===== src/rtl/core/ureg_pkg.sv =====
// Package for the serial port register block: command codes, register
// indexes, control/status bit positions and field widths.
// No dependencies.
package ureg_pkg;

  localparam int unsigned CmdW   = 2;
  localparam int unsigned IdxW   = 5;
  localparam int unsigned DataW  = 32;
  localparam int unsigned CharW  = 9;
  localparam int unsigned CtrlW  = 20;
  localparam int unsigned ModeW  = 29;
  localparam int unsigned StatW  = 14;
  localparam int unsigned RtoW   = 16;
  localparam int unsigned BrW    = 11;
  localparam int unsigned IrdaW  = 8;

  typedef enum logic [CmdW-1:0] {
    CMD_READ    = 2'd0,
    CMD_WRITE   = 2'd1,
    CMD_RX_CHAR = 2'd2,
    CMD_TX_SLOT = 2'd3
  } cmd_e;

  typedef enum logic [IdxW-1:0] {
    REG_CR   = 5'd0,
    REG_MR   = 5'd1,
    REG_IER  = 5'd2,
    REG_IDR  = 5'd3,
    REG_IMR  = 5'd4,
    REG_CSR  = 5'd5,
    REG_RHR  = 5'd6,
    REG_THR  = 5'd7,
    REG_BRGR = 5'd8,
    REG_RTOR = 5'd9,
    REG_TTGR = 5'd10,
    REG_FIDI = 5'd16,
    REG_NER  = 5'd17,
    REG_IF   = 5'd19
  } reg_e;

  // Control word bits
  localparam logic [CtrlW-1:0] CrRxEn   = 20'h00010;
  localparam logic [CtrlW-1:0] CrRxDis  = 20'h00020;
  localparam logic [CtrlW-1:0] CrTxEn   = 20'h00040;
  localparam logic [CtrlW-1:0] CrTxDis  = 20'h00080;
  localparam logic [CtrlW-1:0] CrEna    = 20'h54050;
  localparam logic [CtrlW-1:0] CrDisa   = 20'hA80A0;
  localparam logic [CtrlW-1:0] CrAction = 20'h0F90C;

  // Status bit positions
  localparam int unsigned StRxRdy   = 0;
  localparam int unsigned StTxRdy   = 1;
  localparam int unsigned StTxEmpty = 9;
  localparam logic [StatW-1:0] StReset = 14'h0202;

  localparam logic [CtrlW-1:0] ImBits  = 20'hF3FFF;
  localparam logic [ModeW-1:0] MrBits  = 29'h173FFFFF;
  localparam logic [BrW-1:0]   BrReset = 11'h174;

endpackage


===== src/rtl/core/ureg_req_if.sv =====
// Request channel of the serial port register block: valid/ready and the
// item fields. Depends on ureg_pkg for field widths.
interface ureg_req_if;
  logic                           valid;
  logic                           ready;
  logic [ureg_pkg::CmdW-1:0]      command;
  logic [ureg_pkg::IdxW-1:0]      reg_index;
  logic [ureg_pkg::DataW-1:0]     write_data;
  logic [ureg_pkg::CharW-1:0]     rx_char;

  modport source (output valid, command, reg_index, write_data, rx_char, input ready);
  modport sink   (input valid, command, reg_index, write_data, rx_char, output ready);
endinterface


===== src/rtl/core/ureg_rsp_if.sv =====
// Response channel of the serial port register block: valid/ready and the
// result fields. Depends on ureg_pkg for field widths.
interface ureg_rsp_if;
  logic                           valid;
  logic                           ready;
  logic [ureg_pkg::DataW-1:0]     read_data;
  logic                           irq;
  logic                           tx_valid;
  logic [ureg_pkg::CharW-1:0]     tx_char;
  logic                           rx_listening;
  logic                           tx_busy;

  modport source (output valid, read_data, irq, tx_valid, tx_char, rx_listening, tx_busy,
                  input ready);
  modport sink   (input valid, read_data, irq, tx_valid, tx_char, rx_listening, tx_busy,
                  output ready);
endinterface


===== src/rtl/core/usart_register_block_top.sv =====
// Top level of the serial port register block: register file, status flags,
// receive holding and double-buffered transmitter. Uses ureg_pkg,
// ureg_req_if and ureg_rsp_if.
//
// Usage:
//   req_i carries one transaction per item: a bus read, a bus write, a
//   character from the line, or a transmit slot in which the line takes one
//   character. rsp_o returns exactly one transaction per request, in order,
//   with the read value, interrupt level, any transmitted character and the
//   receiver/transmitter run flags as they stand after the item.
//   Path: a request accepted into the input stage is processed by one level
//   of logic, and its response is registered in the response register once
//   that register is free, so a stall on rsp_o can hold it in between.
//   Throughput: one transaction per cycle while rsp_o is not held off, set by
//   the single read-modify-write of the state registers between the stages.
//   Stall: when rsp_o is held off, one response waits in the output register
//   and one more request is still taken into the input stage; only then does
//   req_i.ready drop. No transaction is dropped or repeated.
//   Reset: rst_ni clears both stages and puts all registers at their reset
//   values (status with transmit ready and transmit empty set, clock ratio
//   at its default); req_i.ready is high as soon as reset is released.
module usart_register_block_top (
  input  logic          clk_i,
  input  logic          rst_ni,
  ureg_req_if.sink      req_i,
  ureg_rsp_if.source    rsp_o
);
  import ureg_pkg::*;

  // Input stage
  logic                 in_vld_q;
  logic [CmdW-1:0]      cmd_q;
  logic [IdxW-1:0]      idx_q;
  logic [DataW-1:0]     wdata_q;
  logic [CharW-1:0]     rxc_q;

  // Response register
  logic                 out_vld_q;
  logic [DataW-1:0]     rdata_q;
  logic                 irq_q;
  logic                 txv_q;
  logic [CharW-1:0]     txc_q;
  logic                 rxl_q;
  logic                 txb_q;

  // Architectural state
  logic [CtrlW-1:0]     cw_q,    cw_d;
  logic [ModeW-1:0]     mode_q,  mode_d;
  logic [CtrlW-1:0]     imask_q, imask_d;
  logic [StatW-1:0]     st_q,    st_d;
  logic [CharW-1:0]     rhr_q,   rhr_d;
  logic [CharW-1:0]     thr_q,   thr_d;
  logic [CharW-1:0]     tsr_q,   tsr_d;
  logic [RtoW-1:0]      rto_q,   rto_d;
  logic [DataW-1:0]     guard_q, guard_d;
  logic [BrW-1:0]       ratio_q, ratio_d;
  logic [IrdaW-1:0]     irda_q,  irda_d;
  logic                 rx_run_q, rx_run_d;
  logic                 tx_run_q, tx_run_d;

  logic                 advance;
  logic                 step;
  logic [DataW-1:0]     rdata_d;
  logic                 txv_d;
  logic [CharW-1:0]     txc_d;
  logic                 irq_d;

  // Output register frees when empty or taken; input stage frees when it
  // moves on.
  assign advance      = !out_vld_q || rsp_o.ready;
  assign step         = in_vld_q && advance;
  assign req_i.ready  = !in_vld_q || advance;

  // Next-state and response logic for the item in the input stage
  always_comb begin
    logic [CtrlW-1:0] ena;
    logic [CtrlW-1:0] disa;
    logic [CtrlW-1:0] cw_new;
    logic [CtrlW-1:0] chg;
    logic [CtrlW-1:0] wlow;

    cw_d     = cw_q;
    mode_d   = mode_q;
    imask_d  = imask_q;
    st_d     = st_q;
    rhr_d    = rhr_q;
    thr_d    = thr_q;
    tsr_d    = tsr_q;
    rto_d    = rto_q;
    guard_d  = guard_q;
    ratio_d  = ratio_q;
    irda_d   = irda_q;
    rx_run_d = rx_run_q;
    tx_run_d = tx_run_q;
    rdata_d  = '0;
    txv_d    = 1'b0;
    txc_d    = '0;

    wlow   = wdata_q[CtrlW-1:0];
    ena    = wlow & CrEna;
    disa   = wlow & CrDisa;
    // Disable first, enable second, so enable wins; action bits just latch
    cw_new = (cw_q | disa) & ~(disa >> 1);
    cw_new = (cw_new | ena) & ~(ena << 1);
    cw_new = (cw_new & ~CrAction) | (wlow & CrAction);
    chg    = cw_new ^ cw_q;

    unique case (cmd_e'(cmd_q))
      CMD_READ: begin
        unique case (reg_e'(idx_q))
          REG_MR:   rdata_d = DataW'(mode_q);
          REG_IMR:  rdata_d = DataW'(imask_q);
          REG_CSR:  rdata_d = DataW'(st_q);
          REG_RHR: begin
            rdata_d = DataW'(rhr_q);
            if (st_q[StRxRdy]) begin
              // Consume the character, then re-arm the receiver if enabled
              st_d[StRxRdy] = 1'b0;
              if ((cw_q & CrRxDis) != '0) begin
                rx_run_d = 1'b0;
              end else if ((cw_q & CrRxEn) != '0) begin
                rx_run_d = 1'b1;
              end
            end
          end
          REG_RTOR: rdata_d = DataW'(rto_q);
          REG_TTGR: rdata_d = guard_q;
          REG_FIDI: rdata_d = DataW'(ratio_q);
          REG_IF:   rdata_d = DataW'(irda_q);
          default:  rdata_d = '0;
        endcase
      end
      CMD_WRITE: begin
        unique case (reg_e'(idx_q))
          REG_CR: begin
            cw_d = cw_new;
            if ((chg & (CrTxEn | CrTxDis)) != '0) begin
              if ((cw_new & CrTxDis) != '0) begin
                tx_run_d          = 1'b0;
                st_d[StTxEmpty]   = 1'b1;
                st_d[StTxRdy]     = 1'b1;
              end else if ((cw_new & CrTxEn) != '0) begin
                st_d[StTxEmpty]   = 1'b1;
                st_d[StTxRdy]     = 1'b1;
              end
            end
            if ((chg & (CrRxEn | CrRxDis)) != '0) begin
              if ((cw_new & CrRxDis) != '0) begin
                rx_run_d       = 1'b0;
                st_d[StRxRdy]  = 1'b0;
              end else if ((cw_new & CrRxEn) != '0) begin
                if (!st_q[StRxRdy]) begin
                  rx_run_d = 1'b1;
                end
              end
            end
          end
          REG_MR:   mode_d  = wdata_q[ModeW-1:0] & MrBits;
          REG_IER:  imask_d = imask_q | (wlow & ImBits);
          REG_IDR:  imask_d = imask_q & ~(wlow & ImBits);
          REG_THR: begin
            // Fill shift register first, then holding; drop when both full or TX off
            if ((cw_q & CrTxEn) != '0) begin
              if (st_q[StTxEmpty]) begin
                tsr_d           = wdata_q[CharW-1:0];
                st_d[StTxEmpty] = 1'b0;
                tx_run_d        = 1'b1;
              end else if (st_q[StTxRdy]) begin
                thr_d           = wdata_q[CharW-1:0];
                st_d[StTxRdy]   = 1'b0;
              end
            end
          end
          REG_RTOR: rto_d   = wdata_q[RtoW-1:0];
          REG_TTGR: guard_d = wdata_q;
          REG_FIDI: ratio_d = wdata_q[BrW-1:0];
          REG_IF:   irda_d  = wdata_q[IrdaW-1:0];
          default: begin
          end
        endcase
      end
      CMD_RX_CHAR: begin
        if (rx_run_q) begin
          rhr_d         = rxc_q;
          st_d[StRxRdy] = 1'b1;
          rx_run_d      = 1'b0;
        end
      end
      CMD_TX_SLOT: begin
        if (tx_run_q) begin
          if (!st_q[StTxEmpty]) begin
            txv_d = 1'b1;
            txc_d = tsr_q;
            if (!st_q[StTxRdy]) begin
              // Advance holding into shift register
              tsr_d         = thr_q;
              st_d[StTxRdy] = 1'b1;
            end else begin
              st_d[StTxEmpty] = 1'b1;
              tx_run_d        = 1'b0;
            end
          end else begin
            tx_run_d = 1'b0;
          end
        end
      end
      default: begin
      end
    endcase

    irq_d = (st_d & imask_d[StatW-1:0]) != '0;
  end

  // Input stage
  always_ff @(posedge clk_i or negedge rst_ni) begin
    if (!rst_ni) begin
      in_vld_q <= 1'b0;
    end else if (req_i.ready) begin
      in_vld_q <= req_i.valid;
    end
  end

  always_ff @(posedge clk_i) begin
    if (req_i.ready && req_i.valid) begin
      cmd_q   <= req_i.command;
      idx_q   <= req_i.reg_index;
      wdata_q <= req_i.write_data;
      rxc_q   <= req_i.rx_char;
    end
  end

  // Architectural state: update once per processed item
  always_ff @(posedge clk_i or negedge rst_ni) begin
    if (!rst_ni) begin
      cw_q     <= '0;
      mode_q   <= '0;
      imask_q  <= '0;
      st_q     <= StReset;
      rhr_q    <= '0;
      thr_q    <= '0;
      tsr_q    <= '0;
      rto_q    <= '0;
      guard_q  <= '0;
      ratio_q  <= BrReset;
      irda_q   <= '0;
      rx_run_q <= 1'b0;
      tx_run_q <= 1'b0;
    end else if (step) begin
      cw_q     <= cw_d;
      mode_q   <= mode_d;
      imask_q  <= imask_d;
      st_q     <= st_d;
      rhr_q    <= rhr_d;
      thr_q    <= thr_d;
      tsr_q    <= tsr_d;
      rto_q    <= rto_d;
      guard_q  <= guard_d;
      ratio_q  <= ratio_d;
      irda_q   <= irda_d;
      rx_run_q <= rx_run_d;
      tx_run_q <= tx_run_d;
    end
  end

  // Response register
  always_ff @(posedge clk_i or negedge rst_ni) begin
    if (!rst_ni) begin
      out_vld_q <= 1'b0;
    end else if (advance) begin
      out_vld_q <= in_vld_q;
    end
  end

  always_ff @(posedge clk_i) begin
    if (step) begin
      rdata_q <= rdata_d;
      irq_q   <= irq_d;
      txv_q   <= txv_d;
      txc_q   <= txc_d;
      rxl_q   <= rx_run_d;
      txb_q   <= tx_run_d;
    end
  end

  assign rsp_o.valid        = out_vld_q;
  assign rsp_o.read_data    = rdata_q;
  assign rsp_o.irq          = irq_q;
  assign rsp_o.tx_valid     = txv_q;
  assign rsp_o.tx_char      = txc_q;
  assign rsp_o.rx_listening = rxl_q;
  assign rsp_o.tx_busy      = txb_q;

  // Transmitter empty always implies holding register free
  a_empty_implies_rdy: assert property (@(posedge clk_i) disable iff (!rst_ni)
    st_q[StTxEmpty] |-> st_q[StTxRdy])
    else $error("TXEMPTY set with TXRDY clear");

  // Receiver only listens while no character is pending
  a_rx_run_no_pending: assert property (@(posedge clk_i) disable iff (!rst_ni)
    rx_run_q |-> !st_q[StRxRdy])
    else $error("receiver running with RXRDY set");

  // Only RXRDY, TXRDY and TXEMPTY are ever set in status
  a_status_bits: assert property (@(posedge clk_i) disable iff (!rst_ni)
    (st_q & ~StReset & ~(StatW'(1) << StRxRdy)) == '0)
    else $error("unexpected status bit set");

  // Input stage backs up only when it holds an item and the output is stalled
  a_ready_drop: assert property (@(posedge clk_i) disable iff (!rst_ni)
    !req_i.ready |-> (in_vld_q && out_vld_q && !rsp_o.ready))
    else $error("request ready low without a stall");

endmodule


===== src/flat_wrapper.sv =====
// flat-port wrapper written by rule: the top's interface ports become plain ports
module usart_register_block_top_flat import ureg_pkg::*;
  (clk_i, rst_ni, req_i_valid, req_i_command, req_i_reg_index, req_i_write_data, req_i_rx_char, req_i_ready, rsp_o_valid, rsp_o_read_data, rsp_o_irq, rsp_o_tx_valid, rsp_o_tx_char, rsp_o_rx_listening, rsp_o_tx_busy, rsp_o_ready);
  ureg_req_if req_i_i ();
  ureg_rsp_if rsp_o_i ();
  input  logic clk_i;
  input  logic rst_ni;
  input wire logic [$bits(req_i_i.valid)-1:0] req_i_valid;
  input wire logic [$bits(req_i_i.command)-1:0] req_i_command;
  input wire logic [$bits(req_i_i.reg_index)-1:0] req_i_reg_index;
  input wire logic [$bits(req_i_i.write_data)-1:0] req_i_write_data;
  input wire logic [$bits(req_i_i.rx_char)-1:0] req_i_rx_char;
  output wire logic [$bits(req_i_i.ready)-1:0] req_i_ready;
  output wire logic [$bits(rsp_o_i.valid)-1:0] rsp_o_valid;
  output wire logic [$bits(rsp_o_i.read_data)-1:0] rsp_o_read_data;
  output wire logic [$bits(rsp_o_i.irq)-1:0] rsp_o_irq;
  output wire logic [$bits(rsp_o_i.tx_valid)-1:0] rsp_o_tx_valid;
  output wire logic [$bits(rsp_o_i.tx_char)-1:0] rsp_o_tx_char;
  output wire logic [$bits(rsp_o_i.rx_listening)-1:0] rsp_o_rx_listening;
  output wire logic [$bits(rsp_o_i.tx_busy)-1:0] rsp_o_tx_busy;
  input wire logic [$bits(rsp_o_i.ready)-1:0] rsp_o_ready;
  assign req_i_i.valid = req_i_valid;
  assign req_i_i.command = req_i_command;
  assign req_i_i.reg_index = req_i_reg_index;
  assign req_i_i.write_data = req_i_write_data;
  assign req_i_i.rx_char = req_i_rx_char;
  assign req_i_ready = req_i_i.ready;
  assign rsp_o_valid = rsp_o_i.valid;
  assign rsp_o_read_data = rsp_o_i.read_data;
  assign rsp_o_irq = rsp_o_i.irq;
  assign rsp_o_tx_valid = rsp_o_i.tx_valid;
  assign rsp_o_tx_char = rsp_o_i.tx_char;
  assign rsp_o_rx_listening = rsp_o_i.rx_listening;
  assign rsp_o_tx_busy = rsp_o_i.tx_busy;
  assign rsp_o_i.ready = rsp_o_ready;
  usart_register_block_top u_core (.clk_i(clk_i), .rst_ni(rst_ni), .req_i(req_i_i), .rsp_o(rsp_o_i));
endmodule

===== config.mk =====
export PLATFORM = sky130hd
export DESIGN_NAME = usart_register_block_top_flat
export DESIGN_NICKNAME = d
export VERILOG_FILES = /design/src/rtl/core/ureg_pkg.sv /design/src/rtl/core/ureg_req_if.sv /design/src/rtl/core/ureg_rsp_if.sv /design/src/rtl/core/usart_register_block_top.sv /design/src/flat_wrapper.sv
export SDC_FILE = /design/constraint.sdc
export NUM_CORES = 1
export LEC_CHECK = 0
export BUFFER_PORTS_ARGS = -buffer_cell sky130_fd_sc_hd__buf_4
export CAP_MARGIN = 20
export CORE_MARGIN = 2
export CORE_UTILIZATION = 30
export CTS_CLUSTER_DIAMETER = 120
export DETAILED_ROUTE_END_ITERATION = 6
export GPL_ROUTABILITY_DRIVEN = 0
export PLACE_DENSITY = 0.51
export SLEW_MARGIN = 20
export SYNTH_ARGS = -nofsm -noshare
export SYNTH_HDL_FRONTEND = slang
export SYNTH_SLANG_ARGS = --single-unit

===== constraint.sdc =====
create_clock -name clk_i -period 3.06 [get_ports clk_i]
set_clock_uncertainty 0.2 [all_clocks]
set_input_delay 0.306 -clock clk_i [delete_from_list [all_inputs] [get_ports clk_i]]
set_output_delay 0.306 -clock clk_i [all_outputs]
set_load 0.1 [all_outputs]

==> impl_metrics.yaml <==
outcome:
  result_of_the_run: "complete, no violations"
floorplanning:
  die_y_um: 185.5
  die-area_um2: 34410
  placement_rows: 66
  core_region_area_um2: 32450
  fp.dieW_um: 185.5
  initial_core_util_pct: 30.45
  io_pins: 99
sta:
  transition_time_at_the_pin_with_the_least_slew_margin_ps: 700.0
  period_minus_slack_ps: 2641
  post-route-worst-setup-slack_ps: 419.0
  finalHoldViolCount: 0
  timing.final.setup_violations: 0
  unrepaired_setup_endpoints_after_global_routing: "false"
  max_freq_mhz: 378.7
  fin_tns_setup_ps: 0
  final_max_slew_violation_count: 0
  timing.max_slew.rel_slack_pct: 53.33
  hold-worst-slack_ps: 130.6
  final.period_utilization_pct: 86.31
yosys:
  syn-cell-area_um2: 9882
  ys_top_cells_by_area: "sky130_fd_sc_hd__dfrtp_1 (36%), sky130_fd_sc_hd__edfxtp_1 (28%), sky130_fd_sc_hd__mux2_2 (12%), sky130_fd_sc_hd__a22oi_1 (3.3%), sky130_fd_sc_hd__a21oi_1 (3.0%)"
  yosysMostFrequentCell: "sky130_fd_sc_hd__dfrtp_1"
  synthArstFlopShare_pct: 61.57
  synth-warning-count: 0
  synth_cell_types: 58
  mappedNetlistNets: 740
  synth_top_cell_area_share_pct: 35.96
  synth-seq-area-share_pct: 66.08
  synth_ff_type: "sky130_fd_sc_hd__dfrtp_1"
  yosys.area.top_type: "sky130_fd_sc_hd__dfrtp_1"
  synth_enable_flop_cells: 93
  synth.cells.most_frequent: "sky130_fd_sc_hd__dfrtp_1 (142), sky130_fd_sc_hd__mux2_2 (101), sky130_fd_sc_hd__edfxtp_1 (93)"
  syn-instance-count: 688
  avgSynthCellArea_um2: 14.36
  ys_seq_elements: 242
cells_and_area:
  stdcell_area_um2: 12630
  post-route-util_pct: 38.90
  multi_input_comb_area_um2: 3109
  num-fill-cells: 3093
  area_delta_synth_final_pct: 27.77
  final_nets: 903
  number_of_antenna_diodes: 0
  finalNonFillerCells: 1312
  layout-drive-gt1-share_pct: 34.25
  seqCellArea_um2: 6531
clock_tree:
  tritoncts.num_buffers: 27
  ctsResizeCount: 0
  ctsRootBufferMaster: "sky130_fd_sc_hd__clkbuf_16"
  post-cts-setup-buffer-count: 0
  tritoncts: "done"
  clkSlewWorstSetupHoldPaths_ps: 60
  max-clock-path-buffers: 3
  cts_max_level: 1
  clock_sink_count: 242
  hold_fix_buffers_cts: 52
  worstSkewPairLatency_ps: 520
global_route:
  grt_first_pass_wirelength_um: 39190
  grt_util_all_layers_pct: 14.84
  grt_start_max_net_pins: 63
  first_global_vias: 6638
  gr-total-overflow: 0
  antenna_found_initial: 0
drt:
  finalWirelength_um: 24700
  routed_vias: 6293
  avgRoutedWirePerCell_um: 18.82
  drc_errors: 0
  drt_iter0_drc: 395
  avgViaCountPerCell: 4.796
  dr.pass1.iters: 4
  ant_nets: 0
critical_path:
  worst_setup_path_end_kind: "flip-flop"
  setup.worst_path.class: "reg -> reg"
  critical_path.startpoint_type: "flip-flop"
  critical_path_arrival_ps: 2690
  crit_required_ps: 3110
  critical_path.max_fanout: 16
power:
  fin_total_pwr_mw: 7.804
  cellPowerDensity_nw_per_um2: 618.1
  power.static_leakage_nw: 5.418
  vdd.ir_drop.worst_mv: 0.3279
flow_run:
  timing.max_cap.violations: 0
worst_hold_path:
  holdCritPathClass: "in -> async"
placement:
  detailedPlace.worstSlack_ps: 363.2
  dp_hpwl_um: 15320
  placed_standard_cell_area_um2: 11240
  count_of_input_and_output_buffers: 98
  dpl.cell_count: 1212
-- state kept, by name, indices dropped and copies added (netlist names), 2 cells and up --
signal / count
u_core.rsp_o.read_data: 32
u_core.thr_q: 9
u_core.imask_q: 18
u_core.idx_q: 5
u_core.wdata_q: 32
u_core.guard_q: 32
u_core.rto_q: 16
u_core.ratio_q: 11
u_core.rxc_q: 9
u_core.cmd_q: 2
u_core.st_q: 3
u_core.cw_q: 4
u_core.irda_q: 8
u_core.rhr_q: 9
u_core.rsp_o.tx_char: 9
u_core.mode_q: 26
u_core.tsr_q: 9
-- routing by layer --
layer  share of wire, %  global-route usage, %
met5                  0                      0
met4                2.0                  4.032
met3                4.1                  1.937
met2                 48                  24.10
met1                 46                  20.91
-- cells in the final DEF (no fill, tap or decap), types with 21 or more instances in the layout --
cell type,n
sky130_fd_sc_hd__a22oi_1,43
sky130_fd_sc_hd__a21oi_1,59
sky130_fd_sc_hd__edfxtp_1,93
sky130_fd_sc_hd__nand2_1,21
sky130_fd_sc_hd__dfrtp_1,141
sky130_fd_sc_hd__nor2_1,29
sky130_fd_sc_hd__dlygate4sd3_1,52
sky130_fd_sc_hd__clkbuf_16,28
sky130_fd_sc_hd__mux2_2,101
sky130_fd_sc_hd__buf_4,119
-- cell type report --
type	count	area share, %
Multi-Input combinational cell	392	24.63
Sequential cell	242	51.73
Clock inverter	11	0.8027
Tap cell	442	4.380
Inverter	11	0.3270
Clock buffer	37	6.055
Timing Repair Buffer	177	12.08
-- where the power goes --
part	switching [mW]	leakage, nW	internal [mW]	total (mW)
clock network	1.26	0.430	1.90	3.16
logic	0.543	2.08	0.291	0.834
registers	0.179	2.91	3.63	3.81
-- worst max-delay path: stages (launching register included) --
cell and delay (ps):
sky130_fd_sc_hd__edfxtp_1 660, sky130_fd_sc_hd__inv_1 220, sky130_fd_sc_hd__nand3_1 120, sky130_fd_sc_hd__a311oi_1 110, sky130_fd_sc_hd__o21ai_2 610, sky130_fd_sc_hd__buf_4 380
sky130_fd_sc_hd__a31oi_1 70
-- path summary, 6_finish.rpt --
| kind | from | endpoint | slack [ps] | depth (start not counted) |
|---|---|---|---|---|
| worst max register to register | u_core.idx_q[0] | u_core.rsp_o.read_data[5] | 420 | 6 |
| max in group asynchronous | rst_ni | u_core.ratio_q[4] | 1710 | 3 |
| worst min-delay path | rst_ni | u_core.in_vld_q | 130 | 2 |
| worst max-delay path | u_core.idx_q[0] | u_core.rsp_o.read_data[5] | 420 | 6 |
| min in group clk_i | u_core.rxc_q[7] | u_core.rhr_q[7] | 270 | 1 |
| worst min register to register | u_core.rxc_q[7] | u_core.rhr_q[7] | 270 | 1 |
-- cells by family after synthesis --
logic type | after synthesis | share of synthesized area (%)
AOI/OAI and AO/OA | 148 | 10.00
DFF | 242 | 66.08
buffers and inverters | 54 | 2.646
and+or+nand+nor | 118 | 6.736
muxes | 126 | 14.54
(Power assumes the default switching activity.)
